===== config.mk =====
export PLATFORM = sky130hd
export DESIGN_NAME = iso_duration_parser
export DESIGN_NICKNAME = d
export VERILOG_FILES = /design/src/rtl/idp_pkg.sv /design/src/rtl/idp_step.sv /design/src/rtl/iso_duration_parser.sv
export VERILOG_INCLUDE_DIRS = /design/src /design/src/rtl
export SDC_FILE = /design/constraint.sdc
export NUM_CORES = 2
export LEC_CHECK = 0
export BUFFER_PORTS_ARGS = -buffer_cell sky130_fd_sc_hd__buf_2
export CAP_MARGIN = 20
export CORE_MARGIN = 2
export CORE_UTILIZATION = 30
export DETAILED_ROUTE_END_ITERATION = 8
export HOLD_SLACK_MARGIN = 0.08
export SYNTH_ARGS = -nofsm -noshare
export SYNTH_HDL_FRONTEND = slang
export SYNTH_SLANG_ARGS = --single-unit

===== constraint.sdc =====
create_clock -name clk -period 13.7 [get_ports clk]
set_clock_uncertainty 0.15 [all_clocks]
set_input_delay 1.37 -clock clk [delete_from_list [all_inputs] [get_ports clk]]
set_output_delay 1.37 -clock clk [all_outputs]
set_load 0.1 [all_outputs]

===== src/rtl/assert_macros.svh =====
// assertion macros used by iso_duration_parser
// each macro expects clk and rst in scope of the including module
`ifndef ASSERT_MACROS_SVH
`define ASSERT_MACROS_SVH

// same-cycle implication, checked at every rising edge outside reset
`define AST_SAME(label, ante, cons, msg) \
  label: assert property (@(posedge clk) disable iff (rst) (ante) |-> (cons)) \
    else $error(msg);

// next-cycle implication, checked at every rising edge outside reset
`define AST_NEXT(label, ante, cons, msg) \
  label: assert property (@(posedge clk) disable iff (rst) (ante) |=> (cons)) \
    else $error(msg);

`endif


===== src/rtl/idp_pkg.sv =====
// types and constants for the iso duration parser
// no dependencies; used by idp_step and iso_duration_parser
`timescale 1ns / 1ps

package idp_pkg;

  localparam int SPAN_W   = 28;
  localparam int NUM_W    = 30;
  localparam int DCNT_W   = 4;
  localparam int UNIT_W   = 22;
  localparam int CH_W     = 16;

  localparam logic [SPAN_W-1:0] SPAN_RESET = 28'd31622400;

  // seconds per unit
  localparam logic [UNIT_W-1:0] UNIT_WEEK  = 22'd604800;
  localparam logic [UNIT_W-1:0] UNIT_DAY   = 22'd86400;
  localparam logic [UNIT_W-1:0] UNIT_HOUR  = 22'd3600;
  localparam logic [UNIT_W-1:0] UNIT_MIN   = 22'd60;
  localparam logic [UNIT_W-1:0] UNIT_MONTH = 22'd2592000;
  localparam logic [UNIT_W-1:0] UNIT_SEC   = 22'd1;
  localparam logic [UNIT_W-1:0] UNIT_NONE  = 22'd0;

  // character codes
  localparam logic [CH_W-1:0] CH_SPACE = 16'h0020;
  localparam logic [CH_W-1:0] CH_TAB   = 16'h0009;
  localparam logic [CH_W-1:0] CH_CR    = 16'h000D;
  localparam logic [CH_W-1:0] CH_LF    = 16'h000A;
  localparam logic [CH_W-1:0] CH_PLUS  = 16'h002B;
  localparam logic [CH_W-1:0] CH_ZERO  = 16'h0030;
  localparam logic [CH_W-1:0] CH_NINE  = 16'h0039;
  localparam logic [CH_W-1:0] CH_P_UP  = 16'h0050;
  localparam logic [CH_W-1:0] CH_P_LO  = 16'h0070;
  localparam logic [CH_W-1:0] CH_T_UP  = 16'h0054;
  localparam logic [CH_W-1:0] CH_T_LO  = 16'h0074;
  localparam logic [CH_W-1:0] CH_W_UP  = 16'h0057;
  localparam logic [CH_W-1:0] CH_W_LO  = 16'h0077;
  localparam logic [CH_W-1:0] CH_D_UP  = 16'h0044;
  localparam logic [CH_W-1:0] CH_D_LO  = 16'h0064;
  localparam logic [CH_W-1:0] CH_H_UP  = 16'h0048;
  localparam logic [CH_W-1:0] CH_H_LO  = 16'h0068;
  localparam logic [CH_W-1:0] CH_M_UP  = 16'h004D;
  localparam logic [CH_W-1:0] CH_M_LO  = 16'h006D;
  localparam logic [CH_W-1:0] CH_S_UP  = 16'h0053;
  localparam logic [CH_W-1:0] CH_S_LO  = 16'h0073;

  typedef enum logic [2:0] {
    PH_LEAD,
    PH_SIGN,
    PH_BODY,
    PH_TRAIL
  } phase_t;

  typedef struct packed {
    phase_t              phase;
    logic                in_time;
    logic                saw_unit;
    logic [DCNT_W-1:0]   digit_count;
    logic [NUM_W-1:0]    number;
    logic [SPAN_W-1:0]   total;
    logic                failed;
  } tok_state_t;

  localparam tok_state_t TOK_CLEAR = '{
    phase:       PH_LEAD,
    in_time:     1'b0,
    saw_unit:    1'b0,
    digit_count: '0,
    number:      '0,
    total:       '0,
    failed:      1'b0
  };

endpackage


===== src/rtl/idp_step.sv =====
// per-character token state update and result evaluation
// depends on idp_pkg
`timescale 1ns / 1ps

module idp_step import idp_pkg::*; #(
  parameter int MAX_DIGITS = 9
) (
  input  tok_state_t        cur,
  input  logic [CH_W-1:0]   ch,
  input  logic [SPAN_W-1:0] max_span,
  output tok_state_t        nxt,
  output logic              ok,
  output logic [SPAN_W-1:0] total_ok
);

  localparam int PROD_W = SPAN_W + UNIT_W;
  localparam int SUM_W  = PROD_W + 1;

  logic                is_blank;
  logic                is_digit;
  logic                is_p;
  logic                is_t;
  logic [UNIT_W-1:0]   unit;
  logic                dig_full;
  logic                num_big;
  logic [PROD_W-1:0]   prod;
  logic [SUM_W-1:0]    sum;
  logic                sum_big;
  logic [NUM_W-1:0]    num_digit;
  phase_t              ph_next;

  // character classes
  always_comb begin
    is_blank = (ch == CH_SPACE) || (ch == CH_TAB) || (ch == CH_CR) || (ch == CH_LF);
    is_digit = (ch >= CH_ZERO) && (ch <= CH_NINE);
    is_p     = (ch == CH_P_UP) || (ch == CH_P_LO);
    is_t     = (ch == CH_T_UP) || (ch == CH_T_LO);
  end

  // unit letter decode, minutes only after a time marker
  always_comb begin
    case (ch) inside
      CH_W_UP, CH_W_LO: unit = UNIT_WEEK;
      CH_D_UP, CH_D_LO: unit = UNIT_DAY;
      CH_H_UP, CH_H_LO: unit = UNIT_HOUR;
      CH_M_UP, CH_M_LO: unit = cur.in_time ? UNIT_MIN : UNIT_MONTH;
      CH_S_UP, CH_S_LO: unit = UNIT_SEC;
      default:          unit = UNIT_NONE;
    endcase
  end

  // number accumulation and total check
  always_comb begin
    dig_full  = cur.digit_count >= DCNT_W'(MAX_DIGITS);
    num_big   = cur.number > {{(NUM_W-SPAN_W){1'b0}}, max_span};
    num_digit = {cur.number[NUM_W-4:0], 3'b000} + {cur.number[NUM_W-2:0], 1'b0}
              + {{(NUM_W-4){1'b0}}, ch[3:0]};
    prod      = PROD_W'(cur.number[SPAN_W-1:0]) * PROD_W'(unit);
    sum       = {{(SUM_W-SPAN_W){1'b0}}, cur.total} + {1'b0, prod};
    sum_big   = sum > {{(SUM_W-SPAN_W){1'b0}}, max_span};
  end

  // next phase
  always_comb begin
    ph_next = cur.phase;
    if (!cur.failed) begin
      unique case (cur.phase)
        PH_LEAD: begin
          if (ch == CH_PLUS) ph_next = PH_SIGN;
          else if (is_p) ph_next = PH_BODY;
        end
        PH_SIGN: begin
          if (is_p) ph_next = PH_BODY;
        end
        PH_BODY: begin
          if (is_blank && cur.digit_count == '0) ph_next = PH_TRAIL;
        end
        PH_TRAIL: ph_next = PH_TRAIL;
        default:  ph_next = cur.phase;
      endcase
    end
  end

  // data fields and failure flag
  always_comb begin
    nxt.phase       = ph_next;
    nxt.in_time     = cur.in_time;
    nxt.saw_unit    = cur.saw_unit;
    nxt.digit_count = cur.digit_count;
    nxt.number      = cur.number;
    nxt.total       = cur.total;
    nxt.failed      = cur.failed;
    if (!cur.failed) begin
      unique case (cur.phase)
        PH_LEAD: begin
          if (!is_blank && ch != CH_PLUS && !is_p) nxt.failed = 1'b1;
        end
        PH_SIGN: begin
          if (!is_p) nxt.failed = 1'b1;
        end
        PH_BODY: begin
          if (is_blank) begin
            if (cur.digit_count != '0) nxt.failed = 1'b1;
          end else if (is_digit) begin
            if (dig_full) begin
              nxt.failed = 1'b1;
            end else begin
              nxt.digit_count = cur.digit_count + 1'b1;
              nxt.number      = num_digit;
            end
          end else if (cur.digit_count == '0) begin
            if (is_t) nxt.in_time = 1'b1;
            else nxt.failed = 1'b1;
          end else if (unit == UNIT_NONE || num_big || sum_big) begin
            nxt.failed = 1'b1;
          end else begin
            nxt.total       = sum[SPAN_W-1:0];
            nxt.saw_unit    = 1'b1;
            nxt.number      = '0;
            nxt.digit_count = '0;
          end
        end
        PH_TRAIL: begin
          if (!is_blank) nxt.failed = 1'b1;
        end
        default: nxt.failed = 1'b1;
      endcase
    end
  end

  // result if this character ends the token
  always_comb begin
    ok = !nxt.failed && (nxt.phase == PH_BODY || nxt.phase == PH_TRAIL)
         && nxt.digit_count == '0 && nxt.saw_unit;
    total_ok = ok ? nxt.total : '0;
  end

endmodule


===== src/rtl/iso_duration_parser.sv =====
// top level of the iso 8601 duration parser: channels, state and result registers
// depends on idp_pkg, idp_step and assert_macros.svh
`timescale 1ns / 1ps
`include "assert_macros.svh"

// Usage
// Input channel (in_valid/in_ready) carries one character per transaction: ch and
// last, where last marks the final character of a token. Each character passes an
// input register, then the token state update; a last character writes one
// result into the output register (out_valid/out_ready) with valid_res and seconds.
// Characters that are not last produce no result.
// Throughput: one character per cycle while the input register is not held by a
// waiting last character, set by the combinational token state update (one
// constant-unit multiply, an add and compares against max_span).
// Receiver stall: while a result waits, characters that are not last keep flowing;
// a last character holds in the input register until the result is taken, and
// in_ready then drops once that register is full.
// Configuration: cfg_valid/cfg_ready writes max_span, always ready; write it only
// while the block is idle.
// Reset: rst (synchronous, active high) clears the token state, empties both
// registers and sets max_span to 31622400.

module iso_duration_parser import idp_pkg::*; #(
  parameter int MAX_DIGITS = 9
) (
  input  logic              clk,
  input  logic              rst,
  input  logic              in_valid,
  output logic              in_ready,
  input  logic [CH_W-1:0]   ch,
  input  logic              last,
  output logic              out_valid,
  input  logic              out_ready,
  output logic              valid_res,
  output logic [SPAN_W-1:0] seconds,
  input  logic              cfg_valid,
  output logic              cfg_ready,
  input  logic [SPAN_W-1:0] max_span
);

  logic              span;
  logic [SPAN_W-1:0] span_reg;
  logic              s1_valid;
  logic              s1_valid_next;
  logic [CH_W-1:0]   s1_ch;
  logic              s1_last;
  logic              s1_adv;
  logic              in_acc;
  logic              out_valid_next;
  tok_state_t        st;
  tok_state_t        st_next;
  tok_state_t        st_step;
  logic              step_ok;
  logic [SPAN_W-1:0] step_total;

  assign span = cfg_valid & cfg_ready;

  // configuration register
  assign cfg_ready = 1'b1;
  always_ff @(posedge clk) begin
    if (rst) span_reg <= SPAN_RESET;
    else if (span) span_reg <= max_span;
  end

  // handshake control
  assign s1_adv         = s1_valid && (!s1_last || !out_valid || out_ready);
  assign in_ready       = !s1_valid || s1_adv;
  assign in_acc         = in_valid && in_ready;
  assign s1_valid_next  = in_acc || (s1_valid && !s1_adv);
  assign out_valid_next = (s1_adv && s1_last) || (out_valid && !out_ready);

  // input register
  always_ff @(posedge clk) begin
    if (rst) s1_valid <= 1'b0;
    else s1_valid <= s1_valid_next;
  end

  always_ff @(posedge clk) begin
    if (in_acc) begin
      s1_ch   <= ch;
      s1_last <= last;
    end
  end

  // token state update
  idp_step #(
    .MAX_DIGITS (MAX_DIGITS)
  ) u_step (
    .cur      (st),
    .ch       (s1_ch),
    .max_span (span_reg),
    .nxt      (st_step),
    .ok       (step_ok),
    .total_ok (step_total)
  );

  always_comb begin
    st_next = st;
    if (s1_adv) st_next = s1_last ? TOK_CLEAR : st_step;
  end

  always_ff @(posedge clk) begin
    if (rst) st <= TOK_CLEAR;
    else st <= st_next;
  end

  // result register
  always_ff @(posedge clk) begin
    if (rst) out_valid <= 1'b0;
    else out_valid <= out_valid_next;
  end

  always_ff @(posedge clk) begin
    if (s1_adv && s1_last) begin
      valid_res <= step_ok;
      seconds   <= step_total;
    end
  end

  // checks
  `AST_SAME(a_invalid_zero, out_valid && !valid_res, seconds == '0, "invalid result nonzero")
  `AST_NEXT(a_clear_after_last, s1_adv && s1_last,
            st.phase == PH_LEAD && st.total == '0 && !st.failed, "token state not cleared")
  `AST_SAME(a_stall_cause, !in_ready,
            s1_valid && s1_last && out_valid && !out_ready, "input stalled without cause")

endmodule

==> results.txt <==
----------------------------------------------------
[Timing]
  Setup-violating endpoint count in the final report ... 0
  Slew Limit Fails ... 0
  Peak Freq ... 81.85 MHz
  Max transition margin ... 31.81%
  TNS Setup ... 0 ns
  Period utilisation layout ... 89.18%
  Slew at the pin with the worst max-slew slack ... 1.021 ns
  Period minus WS final ... 12.22 ns
  Endpoints failing hold ... 0
  Setup repair after global routing missed its margin ... no

[Power]
  Leakage power figure ... 15.76 nW
  Power Density ... 32.79 nW/µm²
  Overall power after layout ... 1.014 mW
  Highest ir drop seen on vdd ... 0.06626 mV

[Yosys]
  Simple-gate share of the synthesized area ... 15.01%
  Count of distinct cell types in the synthesized netlist ... 100
  Flip-flop cell with the highest count after synthesis ... sky130_fd_sc_hd__dfxtp_1
  Post-synthesis area per instance ... 9.066 µm²
  Share of synthesized cell area in full adder, half adder and majority cells ... 48.01%
  Sequential-to-total area share from yosys stat ... 11.72%
  Multiplexer share of the synthesized area ... 2.119%
  Yosys warning count ... 0
  Number of synthesized register bits ... 144
  Area fraction of the dominant cell type after synthesis ... 31.16%
  Number of flops mapped to enable cells by yosys ... 46
  Compound-Gate Fraction of Synth Area ... 10.44%
  Number of cells produced by synthesis ... 3,146
  Xor and xnor fraction of the mapped netlist area ... 2.119%
  Share of flip-flops with an asynchronous set or reset after synthesis ... 0%
  Leading cell types by total area after synthesis ... sky130_fd_sc_hd__fa_1, sky130_fd_sc_hd__ha_1, sky130_fd_sc_hd__inv_1
  Combinational family with the most area after synthesis ... adder cells
  Top cell type by total area after synthesis ... sky130_fd_sc_hd__fa_1
  Mapped Area ... 28,520 µm²

[Critical path]
  Launch point of the critical path ... s1_ch[15]
  Kind of end point of the critical path ... flip-flop
  Critical path arrival ... 12.23 ns
  Cells on worst reg2reg path ... 36
  R2r setup slk ... 1.48 ns
  Reg-to-Reg End ... seconds[9]
  CP Launch Type ... flip-flop
  Critical path class ... reg -> reg
  Startpoint of the worst-slack reg-to-reg timing path ... s1_ch[15]
  Data required time at the worst endpoint ... 13.71 ns
  CP Capture Point ... seconds[9]
  Max stage delay cell, worst path ... sky130_fd_sc_hd__and4bb_4
  Peak fanout along the critical path ... 29
  Most numerous cell on the critical path ... sky130_fd_sc_hd__fa_1
  Delay of the slowest critical-path stage ... 0.86 ns

[Die]
  Total Die Area ... 97,560 µm²
  Total core area ... 94,590 µm²
  Y dimension of the die ... 312.3 µm
  Number of standard-cell rows in the floorplan ... 113
  Top-level port count ... 82
  Width of the die ... 312.3 µm
  Initial standard-cell utilization of the core ... 30.15%

[Clock tree]
  CTS Root Buffer Type ... sky130_fd_sc_hd__clkbuf_16
  Hold-fix buffer count after cts ... 0
  Count of buffers added by post-CTS timing repair for setup ... 0
  CTS Buf Count ... 17
  Clock latency on the worst-skew pair ... 0.44 ns
  PostCTS Resize Cnt ... 0
  Max Root-Sink Buffers ... 2
  Deepest level of the CTS H-tree ... 4
  TritonCTS clock tree ... yes
  Clock-pin transition on the worst setup and hold timing paths ... 0.06 ns
  Clock net sink count ... 144

[Outcome]
  Status ... finished, final reports clean

[Route]
  Routed length per placed instance ... 19.11 µm
  Number of vias after detailed routing ... 22,068
  Post-detailed-route count of antenna-violating nets ... 0
  Number of vias per cell after detailed routing ... 4.974
  DR DRC count ... 0
  Initial drt markers ... 1,592
  Total iterations of the first detailed-routing run ... 7
  Routed Wire Length ... 84,810 µm

[GRT]
  Number of global-route vias before repair ... 22,731
  Number of antenna violations at the first check in global routing ... 0
  Fraction of met1 tracks used by global routing ... 23.50%
  Global routing met2 resource utilization ... 28.82%
  Grt met3 use ... 2.508%
  First-pass GRT wire length ... 132,900 µm
  Largest net degree at the start of global routing ... 37
  Overall overflow remaining after global route ... 0
  GRT busiest layer ... met2
  Total Routing Usage GR ... 17.54%

[Placed design]
  Input/output buffers ... 80
  Post-DP HPWL ... 69,440 µm
  Weighted congestion at the end of routability-driven global placement ... 0.9460

[Cells and area]
  Sequential cell area ... 3343 µm²
  Flip-flop count of the largest register, all copies and words added ... 68
  Synthesis-to-layout area growth ... 8.440%
  Nets@finish ... 4,037
  Share of final-layout standard cells stronger than drive strength 1 ... 6.967%
  Total inserted antenna cells ... 0
  Filler Cell Count ... 9,805
  Multi-input gate area in the final layout ... 22,240 µm²

[Run]
  Max-cap violation count ... 0

[Worst hold path]
  Tightest Hold Check Type ... reg -> reg

----------------------------------------------------
==> critical path: cells and delay by family (launching register included) <==
kind	cells	cell delay, ns
adders and majority gates	9	4.30
xor gates and xnor gates	1	0.23
and+or+nand+nor	15	4.91
AOI/OAI and AO/OA	7	1.49
DFF	1	0.36
muxes	1	0.27
buffers and inverters	3	0.15
==> through the flow <==
step                instance area, µm²  hold slack (ns)  cells  setup WS (ns)  util, %
floorplan                        28530           0.2804   3148          3.379        -
finish                           30930           0.3183   4437          1.483    32.70
global placement                 30320           0.2949   4404          1.655    32.06
detailed placement               30320           0.3032   4404          1.616    32.06
CTS                              30910           0.3114   4436          1.587    32.68
global route                     30930           0.3455   4437         0.9380    32.70
==> power breakdown <==
part           internal [mW]  leakage, nW  switching (mW)
Sequential             0.449         1.28         0.00739
Combinational         0.0239         14.2          0.0511
Clock                  0.280        0.285           0.203
Total                  0.753         15.8           0.262
==> worst min path at each step <==
stage                 from  endpoint  slack, ns  cells past startpoint
detailed placement  st[37]    st[37]       0.30                      2
finish              st[37]    st[37]       0.32                      2
global route        st[37]    st[37]       0.35                      2
CTS                 st[37]    st[37]       0.31                      2
floorplan           st[63]    st[63]       0.28                      2
global placement    st[37]    st[37]       0.29                      2
==> final cells by class <==
type                       instances  area share [%]
timing repair buffer             129           2.508
clock inverter                    12          0.4369
inverter                         638           7.743
clock buffer                      20           1.481
sequential                       144           10.81
multi-input combinational       2229           71.91
tap                             1265           5.117
==> per-layer routing <==
metal  vias to the layer above  part of all wire (%)  wire, µm
met5                         -                     0         0
met4                         0                   3.9      3310
met3                       139                   6.1      5152
met2                       715                    46     39350
met1                     11041                    44     36990
li1                      10173                     -         -
==> cells in the mapped netlist (46+ instances only) <==
cell	count
sky130_fd_sc_hd__fa_1	444
sky130_fd_sc_hd__nor3_1	51
sky130_fd_sc_hd__ha_1	384
sky130_fd_sc_hd__clkbuf_1	108
sky130_fd_sc_hd__edfxtp_1	46
sky130_fd_sc_hd__mux2i_1	51
sky130_fd_sc_hd__xnor2_1	51
sky130_fd_sc_hd__inv_1	636
sky130_fd_sc_hd__a21o_1	50
sky130_fd_sc_hd__dfxtp_1	98
sky130_fd_sc_hd__a21oi_1	100
sky130_fd_sc_hd__and2_1	204
sky130_fd_sc_hd__nor2_1	122
sky130_fd_sc_hd__nand2_1	257
sky130_fd_sc_hd__o21ai_0	93
==> logic make-up after synthesis <==
| kind of cell | after synthesis |
|---|---|
| simple gates | 826 |
| flops | 144 |
| compound gates | 443 |
| fa+ha+maj | 828 |
| buf+inv | 775 |
| xor+xnor | 69 |
| other cells | 2 |
| mux | 59 |
==> cell usage in the layout (no fill, tap or decap), drive strengths merged, types with 8 or more instances in the layout <==
cell type  instances
inv              638
fa               444
ha               384
nand2            258
and2             204
buf              129
nor2             123
o21ai            105
a21oi            101
dfxtp             98
nor3              60
xnor2             51
mux2i             51
a21o              50
edfxtp            46
o211ai            37
nand3             34
nand4             33
a22o              31
and3              20
clkbuf            20
xor2              18
a211oi            15
nand2b            14
nor4              14
o21a              13
a31oi             13
o21bai            12
or3               12
nor2b             11
o31ai             10
a2111oi            9
and4               8
mux2               8
clkinv             8
Power figures use the tool's default switching activity.
